==> src/sv/bffa_pkg.sv <==
// ----------------------------------------------------------------------------
// bffa_pkg - shared types and constants of the bitmap first-fit allocator
// Map geometry, operation and status codes, the input and output beat structs,
// and the control and result structs passed between the sequencer and the scan unit.
// ----------------------------------------------------------------------------
`default_nettype none

package bffa_pkg;

    // Managed blocks; must be a multiple of WORD_W.
    localparam int MAX_BLOCKS = 1024;

    // The map is held as rows of WORD_W bits, one row scanned per cycle.
    localparam int WORD_W    = 8;
    localparam int WORD_SH   = $clog2(WORD_W);
    localparam int MAP_DEPTH = MAX_BLOCKS / WORD_W;
    localparam int ADDR_W    = $clog2(MAP_DEPTH);
    localparam int NW_W      = $clog2(MAP_DEPTH + 1);
    localparam int IDX_W     = $clog2(MAX_BLOCKS);
    localparam int CNT_W     = $clog2(MAX_BLOCKS + 1);

    localparam int CFG_W = 11;
    localparam logic [CFG_W-1:0] CFG_RESET = 11'd1024;

    localparam logic [1:0] OP_MARK_USED = 2'd0;
    localparam logic [1:0] OP_MARK_FREE = 2'd1;
    localparam logic [1:0] OP_FIND      = 2'd2;

    typedef enum logic [1:0] {
        ST_OK      = 2'd0,
        ST_INVALID = 2'd1,
        ST_NOSPACE = 2'd2
    } t_status;

    typedef struct packed {
        logic [1:0]  op;
        logic [9:0]  block_index;
        logic [10:0] run_length;
    } t_in_beat;

    typedef struct packed {
        logic [1:0]  status;
        logic [9:0]  run_start;
        logic [10:0] free_count;
        logic [10:0] largest_run;
    } t_out_beat;

    typedef struct packed {
        logic clear;
        logic step;
        logic search;
    } t_scan_ctl;

    typedef struct packed {
        logic             found;
        logic [IDX_W-1:0] start;
        logic [CNT_W-1:0] free;
        logic [CNT_W-1:0] best;
    } t_scan_res;

endpackage

`default_nettype wire

==> src/sv/bffa_map.sv <==
// ----------------------------------------------------------------------------
// bffa_map - occupancy map storage
// One write port and one registered read port over rows of map bits. Each
// row has a valid bit cleared at reset; a row never written reads as free.
// ----------------------------------------------------------------------------
`default_nettype none

module bffa_map (
    input  wire logic                                i_clk,
    input  wire logic                                i_rst_n,
    input  wire logic                                i_wr_en,
    input  wire logic [bffa_pkg::ADDR_W-1:0]         i_wr_addr,
    input  wire logic [bffa_pkg::WORD_W-1:0]         i_wr_data,
    input  wire logic                                i_rd_en,
    input  wire logic [bffa_pkg::ADDR_W-1:0]         i_rd_addr,
    output logic      [bffa_pkg::WORD_W-1:0]         o_rd_data
);

    localparam int DEPTH = bffa_pkg::MAP_DEPTH;
    localparam int WW    = bffa_pkg::WORD_W;

    logic [WW-1:0]    r_mem [DEPTH];
    logic [DEPTH-1:0] r_row_vld;
    logic [WW-1:0]    r_rd_data;
    logic             r_rd_hit;

    always_ff @(posedge i_clk) begin
        if (i_wr_en) begin
            r_mem[i_wr_addr] <= i_wr_data;
        end
        if (i_rd_en) begin
            r_rd_data <= r_mem[i_rd_addr];
        end
    end

    always_ff @(posedge i_clk) begin
        if (!i_rst_n) begin
            r_row_vld <= '0;
            r_rd_hit  <= 1'b0;
        end else begin
            if (i_wr_en) begin
                r_row_vld[i_wr_addr] <= 1'b1;
            end
            if (i_rd_en) begin
                r_rd_hit <= r_row_vld[i_rd_addr];
            end
        end
    end

    // Unwritten rows are all free.
    assign o_rd_data = r_rd_hit ? r_rd_data : '0;

endmodule

`default_nettype wire

==> src/sv/bffa_scan.sv <==
// ----------------------------------------------------------------------------
// bffa_scan - shared run scanner
// Consumes one map row per step, lowest block first, and accumulates the free
// count, the longest free run and the first run that reaches the wanted size.
// ----------------------------------------------------------------------------
`default_nettype none

module bffa_scan (
    input  wire logic                          i_clk,
    input  wire logic                          i_rst_n,
    input  wire bffa_pkg::t_scan_ctl           i_ctl,
    input  wire logic [bffa_pkg::WORD_W-1:0]   i_word,
    input  wire logic [bffa_pkg::ADDR_W-1:0]   i_base,
    input  wire logic [bffa_pkg::CNT_W-1:0]    i_n,
    input  wire logic [bffa_pkg::CNT_W-1:0]    i_need,
    output bffa_pkg::t_scan_res                o_res
);

    localparam int WW  = bffa_pkg::WORD_W;
    localparam int WSH = bffa_pkg::WORD_SH;
    localparam int IW  = bffa_pkg::IDX_W;
    localparam int CW  = bffa_pkg::CNT_W;

    logic [CW-1:0] r_run,  n_run;
    logic [CW-1:0] r_best, n_best;
    logic [CW-1:0] r_free, n_free;
    logic          r_found, n_found;
    logic [IW-1:0] r_start, n_start;

    always_comb begin
        logic [IW-1:0] pos_v;
        logic [CW-1:0] sum_v;
        n_run   = r_run;
        n_best  = r_best;
        n_free  = r_free;
        n_found = r_found;
        n_start = r_start;
        for (int i = 0; i < WW; i++) begin
            pos_v = {i_base, WSH'(i)};
            sum_v = CW'(pos_v) + CW'(1);
            // Blocks past the active range are neither counted nor searched.
            if (CW'(pos_v) < i_n) begin
                if (!i_word[i]) begin
                    n_run  = n_run + CW'(1);
                    n_free = n_free + CW'(1);
                    if (n_run > n_best) begin
                        n_best = n_run;
                    end
                    if (i_ctl.search && !n_found && n_run == i_need) begin
                        n_found = 1'b1;
                        n_start = IW'(sum_v - i_need);
                    end
                end else begin
                    n_run = '0;
                end
            end
        end
    end

    always_ff @(posedge i_clk) begin
        if (!i_rst_n) begin
            r_run   <= '0;
            r_best  <= '0;
            r_free  <= '0;
            r_found <= 1'b0;
            r_start <= '0;
        end else if (i_ctl.clear) begin
            r_run   <= '0;
            r_best  <= '0;
            r_free  <= '0;
            r_found <= 1'b0;
            r_start <= '0;
        end else if (i_ctl.step) begin
            r_run   <= n_run;
            r_best  <= n_best;
            r_free  <= n_free;
            r_found <= n_found;
            r_start <= n_start;
        end
    end

    assign o_res.found = r_found;
    assign o_res.start = r_start;
    assign o_res.free  = r_free;
    assign o_res.best  = r_best;

endmodule

`default_nettype wire

==> src/sv/bitmap_first_fit_allocator_core.sv <==
// Flow: a find or an invalid op goes from the taken input beat through a sweep of the
// active rows (n = active blocks) to S_DONE, where the result is registered; a valid
// mark first reads its row and writes it back (S_RD, S_WR), then sweeps the same way.
// A new input beat is taken only in S_IDLE, once the last result has been loaded; the
// sweep is set by the single map read port delivering one 8-block row per cycle.
// Reset: every block reads free at once (per-row valid bits), block count = 1024,
// no clearing pass; the block is ready in the first cycle after reset.
// ----------------------------------------------------------------------------
// bitmap_first_fit_allocator_core - bitmap first-fit block allocator
// Sequencer around the occupancy map and the shared row scanner: for a valid mark
// it marks a block, and for every op it sweeps the active rows to report free
// count, longest run and, for a find, the first fitting run.
// ----------------------------------------------------------------------------
`default_nettype none

module bitmap_first_fit_allocator_core (
    input  wire logic                                i_clk,
    input  wire logic                                i_rst_n,
    input  wire logic                                i_in_valid,
    output logic                                     o_in_ready,
    input  wire bffa_pkg::t_in_beat                  i_in_data,
    output logic                                     o_out_valid,
    input  wire logic                                i_out_ready,
    output bffa_pkg::t_out_beat                      o_out_data,
    input  wire logic                                i_cfg_we,
    input  wire logic [bffa_pkg::CFG_W-1:0]          i_cfg_data
);

    localparam int AW   = bffa_pkg::ADDR_W;
    localparam int NWW  = bffa_pkg::NW_W;
    localparam int IW   = bffa_pkg::IDX_W;
    localparam int CW   = bffa_pkg::CNT_W;
    localparam int WW   = bffa_pkg::WORD_W;
    localparam int WSH  = bffa_pkg::WORD_SH;
    localparam int MAXB = bffa_pkg::MAX_BLOCKS;

    typedef enum logic [4:0] {
        S_IDLE = 5'b00001,
        S_RD   = 5'b00010,
        S_WR   = 5'b00100,
        S_SCAN = 5'b01000,
        S_DONE = 5'b10000
    } t_state;

    t_state                   r_state, n_state;
    bffa_pkg::t_in_beat       r_in;
    logic [bffa_pkg::CFG_W-1:0] r_blocks;
    logic [NWW-1:0]           r_issue;
    logic                     r_rd_vld;
    logic [AW-1:0]            r_rd_base;
    logic                     r_out_valid;
    bffa_pkg::t_out_beat      r_out;

    logic [CW-1:0]            w_n;
    logic [CW:0]              w_round;
    logic [NWW-1:0]           w_nwords;
    logic [IW-1:0]            w_idx;
    logic                     w_accept;
    logic                     w_in_mark_ok;
    logic                     w_mark_ok;
    logic                     w_need_ok;
    logic                     w_scan_rd;
    logic                     w_rd_en;
    logic [AW-1:0]            w_rd_addr;
    logic                     w_wr_en;
    logic [WW-1:0]            w_map_rdata;
    logic [WW-1:0]            w_wr_data;
    logic                     w_load;
    bffa_pkg::t_scan_ctl      w_ctl;
    bffa_pkg::t_scan_res      w_scan;
    bffa_pkg::t_out_beat      w_out;

    // Active block count, saturated to the map size.
    assign w_n      = (32'(r_blocks) > 32'(MAXB)) ? CW'(MAXB) : CW'(r_blocks);
    assign w_round  = {1'b0, w_n} + (CW+1)'(WW - 1);
    assign w_nwords = w_round[WSH +: NWW];
    assign w_idx    = IW'(r_in.block_index);

    assign w_accept     = i_in_valid && o_in_ready;
    assign w_in_mark_ok = (i_in_data.op == bffa_pkg::OP_MARK_USED ||
                           i_in_data.op == bffa_pkg::OP_MARK_FREE) &&
                          (32'(i_in_data.block_index) < 32'(w_n));
    assign w_mark_ok    = (r_in.op == bffa_pkg::OP_MARK_USED ||
                           r_in.op == bffa_pkg::OP_MARK_FREE) &&
                          (32'(r_in.block_index) < 32'(w_n));
    assign w_need_ok    = (r_in.run_length != '0) && (32'(r_in.run_length) <= 32'(w_n));

    assign w_scan_rd = (r_state == S_SCAN) && (r_issue < w_nwords);
    assign w_rd_en   = w_scan_rd || (r_state == S_RD);
    assign w_rd_addr = (r_state == S_RD) ? w_idx[IW-1:WSH] : r_issue[AW-1:0];
    assign w_wr_en   = (r_state == S_WR);

    // Read-modify-write of the row holding the marked block.
    always_comb begin
        w_wr_data = w_map_rdata;
        w_wr_data[w_idx[WSH-1:0]] = (r_in.op == bffa_pkg::OP_MARK_USED);
    end

    bffa_map u_map (
        .i_clk     (i_clk),
        .i_rst_n   (i_rst_n),
        .i_wr_en   (w_wr_en),
        .i_wr_addr (w_idx[IW-1:WSH]),
        .i_wr_data (w_wr_data),
        .i_rd_en   (w_rd_en),
        .i_rd_addr (w_rd_addr),
        .o_rd_data (w_map_rdata)
    );

    assign w_ctl.clear  = w_accept;
    assign w_ctl.step   = r_rd_vld;
    assign w_ctl.search = (r_in.op == bffa_pkg::OP_FIND) && w_need_ok;

    bffa_scan u_scan (
        .i_clk   (i_clk),
        .i_rst_n (i_rst_n),
        .i_ctl   (w_ctl),
        .i_word  (w_map_rdata),
        .i_base  (r_rd_base),
        .i_n     (w_n),
        .i_need  (CW'(r_in.run_length)),
        .o_res   (w_scan)
    );

    // Result assembly.
    always_comb begin
        w_out.run_start   = '0;
        w_out.free_count  = 11'(w_scan.free);
        w_out.largest_run = 11'(w_scan.best);
        priority if (r_in.op == bffa_pkg::OP_MARK_USED || r_in.op == bffa_pkg::OP_MARK_FREE) begin
            w_out.status = w_mark_ok ? bffa_pkg::ST_OK : bffa_pkg::ST_INVALID;
        end else if (r_in.op == bffa_pkg::OP_FIND && w_need_ok) begin
            if (w_scan.found) begin
                w_out.status    = bffa_pkg::ST_OK;
                w_out.run_start = 10'(w_scan.start);
            end else begin
                w_out.status = bffa_pkg::ST_NOSPACE;
            end
        end else begin
            w_out.status = bffa_pkg::ST_INVALID;
        end
    end

    assign w_load = (r_state == S_DONE) && (!r_out_valid || i_out_ready);

    always_comb begin
        n_state = r_state;
        unique case (r_state)
            S_IDLE: begin
                if (w_accept) begin
                    n_state = w_in_mark_ok ? S_RD : S_SCAN;
                end
            end
            S_RD: begin
                n_state = S_WR;
            end
            S_WR: begin
                n_state = S_SCAN;
            end
            S_SCAN: begin
                if (r_issue == w_nwords && !r_rd_vld) begin
                    n_state = S_DONE;
                end
            end
            S_DONE: begin
                if (w_load) begin
                    n_state = S_IDLE;
                end
            end
            default: begin
                n_state = S_IDLE;
            end
        endcase
    end

    always_ff @(posedge i_clk) begin
        if (!i_rst_n) begin
            r_state     <= S_IDLE;
            r_blocks    <= bffa_pkg::CFG_RESET;
            r_issue     <= '0;
            r_rd_vld    <= 1'b0;
            r_out_valid <= 1'b0;
        end else begin
            r_state  <= n_state;
            r_rd_vld <= w_scan_rd;
            if (i_cfg_we) begin
                r_blocks <= i_cfg_data;
            end
            if (w_accept) begin
                r_issue <= '0;
            end else if (w_scan_rd) begin
                r_issue <= r_issue + NWW'(1);
            end
            if (w_load) begin
                r_out_valid <= 1'b1;
            end else if (i_out_ready) begin
                r_out_valid <= 1'b0;
            end
        end
    end

    // Payload registers.
    always_ff @(posedge i_clk) begin
        if (w_accept) begin
            r_in <= i_in_data;
        end
        if (w_scan_rd) begin
            r_rd_base <= r_issue[AW-1:0];
        end
        if (w_load) begin
            r_out <= w_out;
        end
    end

    assign o_in_ready  = (r_state == S_IDLE);
    assign o_out_valid = r_out_valid;
    assign o_out_data  = r_out;

    a_busy_after_accept: assert property (@(posedge i_clk) disable iff (!i_rst_n)
        (i_in_valid && o_in_ready) |=> !o_in_ready)
        else $error("input taken while an item is in progress");

    a_free_in_range: assert property (@(posedge i_clk) disable iff (!i_rst_n)
        (r_state == S_DONE) |-> (w_scan.free <= w_n))
        else $error("free count exceeds active blocks");

    a_run_within_free: assert property (@(posedge i_clk) disable iff (!i_rst_n)
        o_out_valid |-> (o_out_data.largest_run <= o_out_data.free_count))
        else $error("longest run exceeds free count");

    a_fit_in_range: assert property (@(posedge i_clk) disable iff (!i_rst_n)
        (r_state == S_DONE && w_scan.found) |->
        ((32'(w_scan.start) + 32'(r_in.run_length)) <= 32'(w_n)))
        else $error("found run extends past active blocks");

endmodule

`default_nettype wire
==> config.mk <==
export PLATFORM = sky130hd
export DESIGN_NAME = bitmap_first_fit_allocator_core
export DESIGN_NICKNAME = d
export VERILOG_FILES = /design/src/sv/bffa_pkg.sv /design/src/sv/bffa_map.sv /design/src/sv/bffa_scan.sv /design/src/sv/bitmap_first_fit_allocator_core.sv
export SDC_FILE = /design/constraint.sdc
export NUM_CORES = 2
export LEC_CHECK = 0
export ABC_AREA = 1
export BUFFER_PORTS_ARGS = -buffer_cell sky130_fd_sc_hd__buf_2
export CAP_MARGIN = 20
export CORE_ASPECT_RATIO = 2
export CORE_MARGIN = 1
export CORE_UTILIZATION = 30
export CTS_CLUSTER_SIZE = 10
export DETAILED_ROUTE_END_ITERATION = 6
export GPL_TIMING_DRIVEN = 0
export PLACE_DENSITY_LB_ADDON = 0.3
export SYNTH_ARGS = -nofsm -noshare
export SYNTH_HDL_FRONTEND = slang
export SYNTH_SLANG_ARGS = --single-unit
export TNS_END_PERCENT = 20
==> constraint.sdc <==
create_clock -name i_clk -period 41.1 [get_ports i_clk]
set_input_delay 4.11 -clock i_clk [delete_from_list [all_inputs] [get_ports i_clk]]
set_output_delay 4.11 -clock i_clk [all_outputs]
set_load 0.05 [all_outputs]
==> impl_metrics.csv <==
group,metric,value,unit
run_status,status,"finished, violations left",
run_status,violations,"design-rule violations",
clock_tree,cts_resized,0,
critical_path,timing.critical_path.mode_cell,"o21ai_0",
global_routing,globalRouteOverflowTotal,0,
synthesis,synth_area_leader_cell,"edfxtp_1",
clock_tree,cts.htree.levels,4,
critical_path,reg2reg_depth,105,
critical_path,worstSetupPathType,"register to register",
floorplan,fp.dieW,327,µm
clock_tree,root_buffer,"clkbuf_16",
clock_tree,cts_post_setup_buffers_inserted,0,
critical_path,critical_path.slowest_cell,"o21ai_0",
synthesis,synth_fp_nets,6745,
global_routing,grt_pass1_vias,54300,
synthesis,synth_top_area_frac,0.521,
power,vdd_ir_drop_max,0.296,mV
floorplan,fp.coreArea,209000,µm²
synthesis,netlist_area,63200,µm²
critical_path,cp_top_family,"compound AO/OA/AOI/OAI gates",
drt,drt-vias-per-instance,5.74,
clock_tree,cts.hold.buffers_added,0,
sta,post-route-period-util,0.497,
global_routing,grt_antenna_before_repair,47,
critical_path,setup.worst_path.end_class,"register",
clock_tree,cts.clk_slew.worst_paths,60,ps
clock_tree,tritoncts.num_buffers,157,
placed_design,dp_hpwl,288,mm
critical_path,regToRegStartpoint,"r_blocks[0]",
global_routing,grt_usage,0.347,
synthesis,synthesis.yosys.warnings,0,
finish,multiInputGateArea,23700,µm²
synthesis,flip_flop_cell_with_the_highest_count_after_synthesis,"edfxtp_1",
placed_design,count_of_port_buffers_added_during_placement,74,
drt,post-route-drc-count,2,
synthesis,synthesized_instance_count,6529,
drt,detail_route.iter0.violations,6424,
sta,number_of_slew_limit_violations_in_the_final_report,0,
placed_design,gp_congestion,1.09,
flow_run,cap_viol_max_count,0,
synthesis,yosysSeqAreaShare,0.584,
min_path,whs_path_depth,2,
floorplan,pin_count,75,
clock_tree,numClockSinks,1295,
sta,final-setup-viol-count,0,
finish,final_nets,7220,
drt,drt_first_pass_iters,7,
critical_path,worst-endpoint-required,41770,ps
power,power,6.30,mW
min_path,hp-class,"register to register",
floorplan,initial_core_util,0.303,
finish,drive_above_1_share,0.114,
clock_tree,clock_insertion_delay_worst_skew,860,ps
global_routing,largest_net_degree_at_the_start_of_global_routing,40,
floorplan,row_count,237,
finish,area_growth,19.5,%
synthesis,synth.top_cells.by_area,"edfxtp_1 (52%), nor2_1 (7.8%), o21ai_0 (7.3%), dfxtp_1 (6.3%), nand2_1 (4.5%)",
sta,worst_slew_pin_slew,1430,ps
clock_tree,cts_buffer_depth,4,
critical_path,worst-path-max-fanout,10,
sta,worst_hold_margin,465,ps
power,power_density_over_the_cells,83.5,nW/µm²
critical_path,critPathLaunchType,"register",
min_path,hold_path.startpoint,"u_map.r_row_vld[34]",
drt,routedWlPerCell,37.6,µm
sta,final_hold_violations,0,
floorplan,full_die_area,213000,µm²
sta,setup_total_negative_slack,0,ps
finish,sequential_cell_area,36900,µm²
floorplan,die_height,651,µm
sta,finClkSkew,83.7,ps
critical_path,rrSetupSlack,20670,ps
synthesis,synth.avg_cell_area,9.68,µm²
sta,final.setup.worst_slack,20670,ps
drt,postRouteAntennaNets,0,
critical_path,cp.buffers_inverters,21,
global_routing,grt_first_pass_wirelength,489,mm
sta,timing.fmax,48.9,MHz
synthesis,postSynth.asyncResetShare,0,
clock_tree,clock_tree_from_tritoncts,"built",
sta,slew_headroom,0.0383,
placed_design,setup_slack_at_placement,20860,ps
synthesis,synth-seq-cells,1295,
finish,final_util,0.362,
critical_path,crit_arrival,21110,ps
sta,rsz_0062_raised_after_global_routing,"false",
synthesis,synth.distinct_cells,73,
critical_path,cp_slowest_stage_delay,930,ps
finish,num-fill-cells,21200,
drt,routed_wire_length,372,mm
power,static-leakage-power,27.9,nW
min_path,holdPathEnd,"u_map.r_row_vld[34]",
drt,total_vias_in_the_final_route,56800,
sta,final_period_minus_worst_setup_slack,20430,ps
synthesis,number_of_synthesized_flops_with_an_enable_pin,1096,
critical_path,worst_r2r_endpoint,"u_scan.r_best[8]",
==> worst max-delay path by stage <==
| stage | start | cells past startpoint | endpoint |
|---|---|---|---|
| after floorplan | u_scan.r_run[1] | 101 | u_scan.r_best[8] |
| after global placement | r_blocks[0] | 101 | u_scan.r_best[9] |
| after detailed placement | r_blocks[0] | 103 | u_scan.r_best[8] |
| after CTS | r_blocks[0] | 103 | u_scan.r_best[8] |
| after global routing | u_scan.r_run[1] | 103 | u_scan.r_best[8] |
| final | r_blocks[0] | 105 | u_scan.r_best[8] |
==> placed cells by master, fill, tap and decap left out, drive strengths merged, types with 62 or more instances in the layout <==
cell / Yosys / layout
a21oi: 170 / 170
buf: 29 / 343
clkbuf: 307 / 553
dfxtp: 199 / 199
edfxtp: 1096 / 1096
ha: 171 / 171
inv: 400 / 405
nand2: 819 / 819
nand3: 213 / 213
nor2: 1345 / 1345
o211ai: 62 / 62
o21ai: 947 / 947
o22ai: 324 / 324
xor2: 128 / 128
==> worst reg2reg max path: cells and delay by family (launching register included) <==
family / cells / cell delay (ps)
AOI/OAI and AO/OA: 40 / 8290
and+or+nand+nor: 35 / 4660
buffers and inverters: 21 / 3960
adders and majority gates: 8 / 2650
DFF: 1 / 380
muxes: 1 / 360
==> Yosys cell counts, types with 5 or more instances <==
library cell / n
o21ai_1: 16
nand3b_1: 6
xor2_1: 121
fa_1: 6
nand4_1: 60
ha_1: 171
o22ai_1: 324
buf_1: 9
inv_1: 351
nand3_2: 17
nor4_1: 12
clkbuf_1: 306
xnor2_1: 32
and2_1: 5
nor2_1: 1319
inv_2: 48
nand3_1: 193
a211oi_1: 9
o221ai_1: 43
nand2_2: 64
buf_2: 8
nor3_1: 34
or2_2: 6
o211ai_1: 61
a31oi_1: 21
dfxtp_1: 199
a21boi_0: 5
o21a_1: 5
edfxtp_1: 1096
o21ai_0: 927
clkinv_1: 15
mux2i_1: 12
nor2_2: 21
nand2_1: 753
buf_4: 9
a21oi_1: 166
a221oi_1: 10
==> cells by family after synthesis <==
kind of cell             synth area share
AND/OR/NAND/NOR                     0.166
AO/OA/AOI/OAI                       0.143
flip-flops                          0.584
buffers and inverters              0.0458
adder cells (fa/ha/maj)            0.0358
XOR/XNOR                           0.0238
multiplexers                      0.00208
==> through the flow <==
step / area, µm² / std cells
2_1_floorplan: 63200 / 6529
3_3_place_gp: 67000 / 9351
3_5_place_dp: 70300 / 9545
4_1_cts: 74700 / 9802
5_1_grt: 75400 / 9853
6_report: 75500 / 9883
==> area by class of cell <==
cell class / count / share of cell area
clock buffers: 244 / 0.0568
well taps: 2748 / 0.0455
plain buffers: 336 / 0.0181
inverters: 415 / 0.0207
diodes: 33 / 0.00109
flip-flops and latches: 1295 / 0.489
repair buffers: 316 / 0.0540
multi-input cells: 4483 / 0.314
clock inverters: 13 / 0.00123
==> power by group <==
part,internal (mW),total [mW],switching [mW]
clock,0.711,1.27,0.561
sequential,1.47,1.49,0.0230
combinational,0.981,3.54,2.56
total,3.16,6.30,3.14
==> metal layers <==
| metal | global-route usage | vias to the layer above | wire (µm) |
|---|---|---|---|
| li1 | - | 23900 | - |
| met1 | 0.307 | 27600 | 106000 |
| met2 | 0.596 | 3681 | 183000 |
| met3 | 0.0871 | 1527 | 28400 |
| met4 | 0.408 | 10 | 54100 |
| met5 | 0 | - | 80 |
==> flip-flops by register name, indices dropped and copies added (netlist names), 7 cells and up <==
signal / cells
r_issue: 8
u_scan.r_free: 11
w_idx: 10
u_map.r_mem: 1024
u_scan.r_best: 11
r_blocks: 11
u_map.r_rd_data: 8
o_out_data: 34
u_map.r_row_vld: 128
u_scan.r_run: 11
u_scan.r_start: 10
r_in: 13
r_rd_base: 7
(Power assumes the default switching activity.)
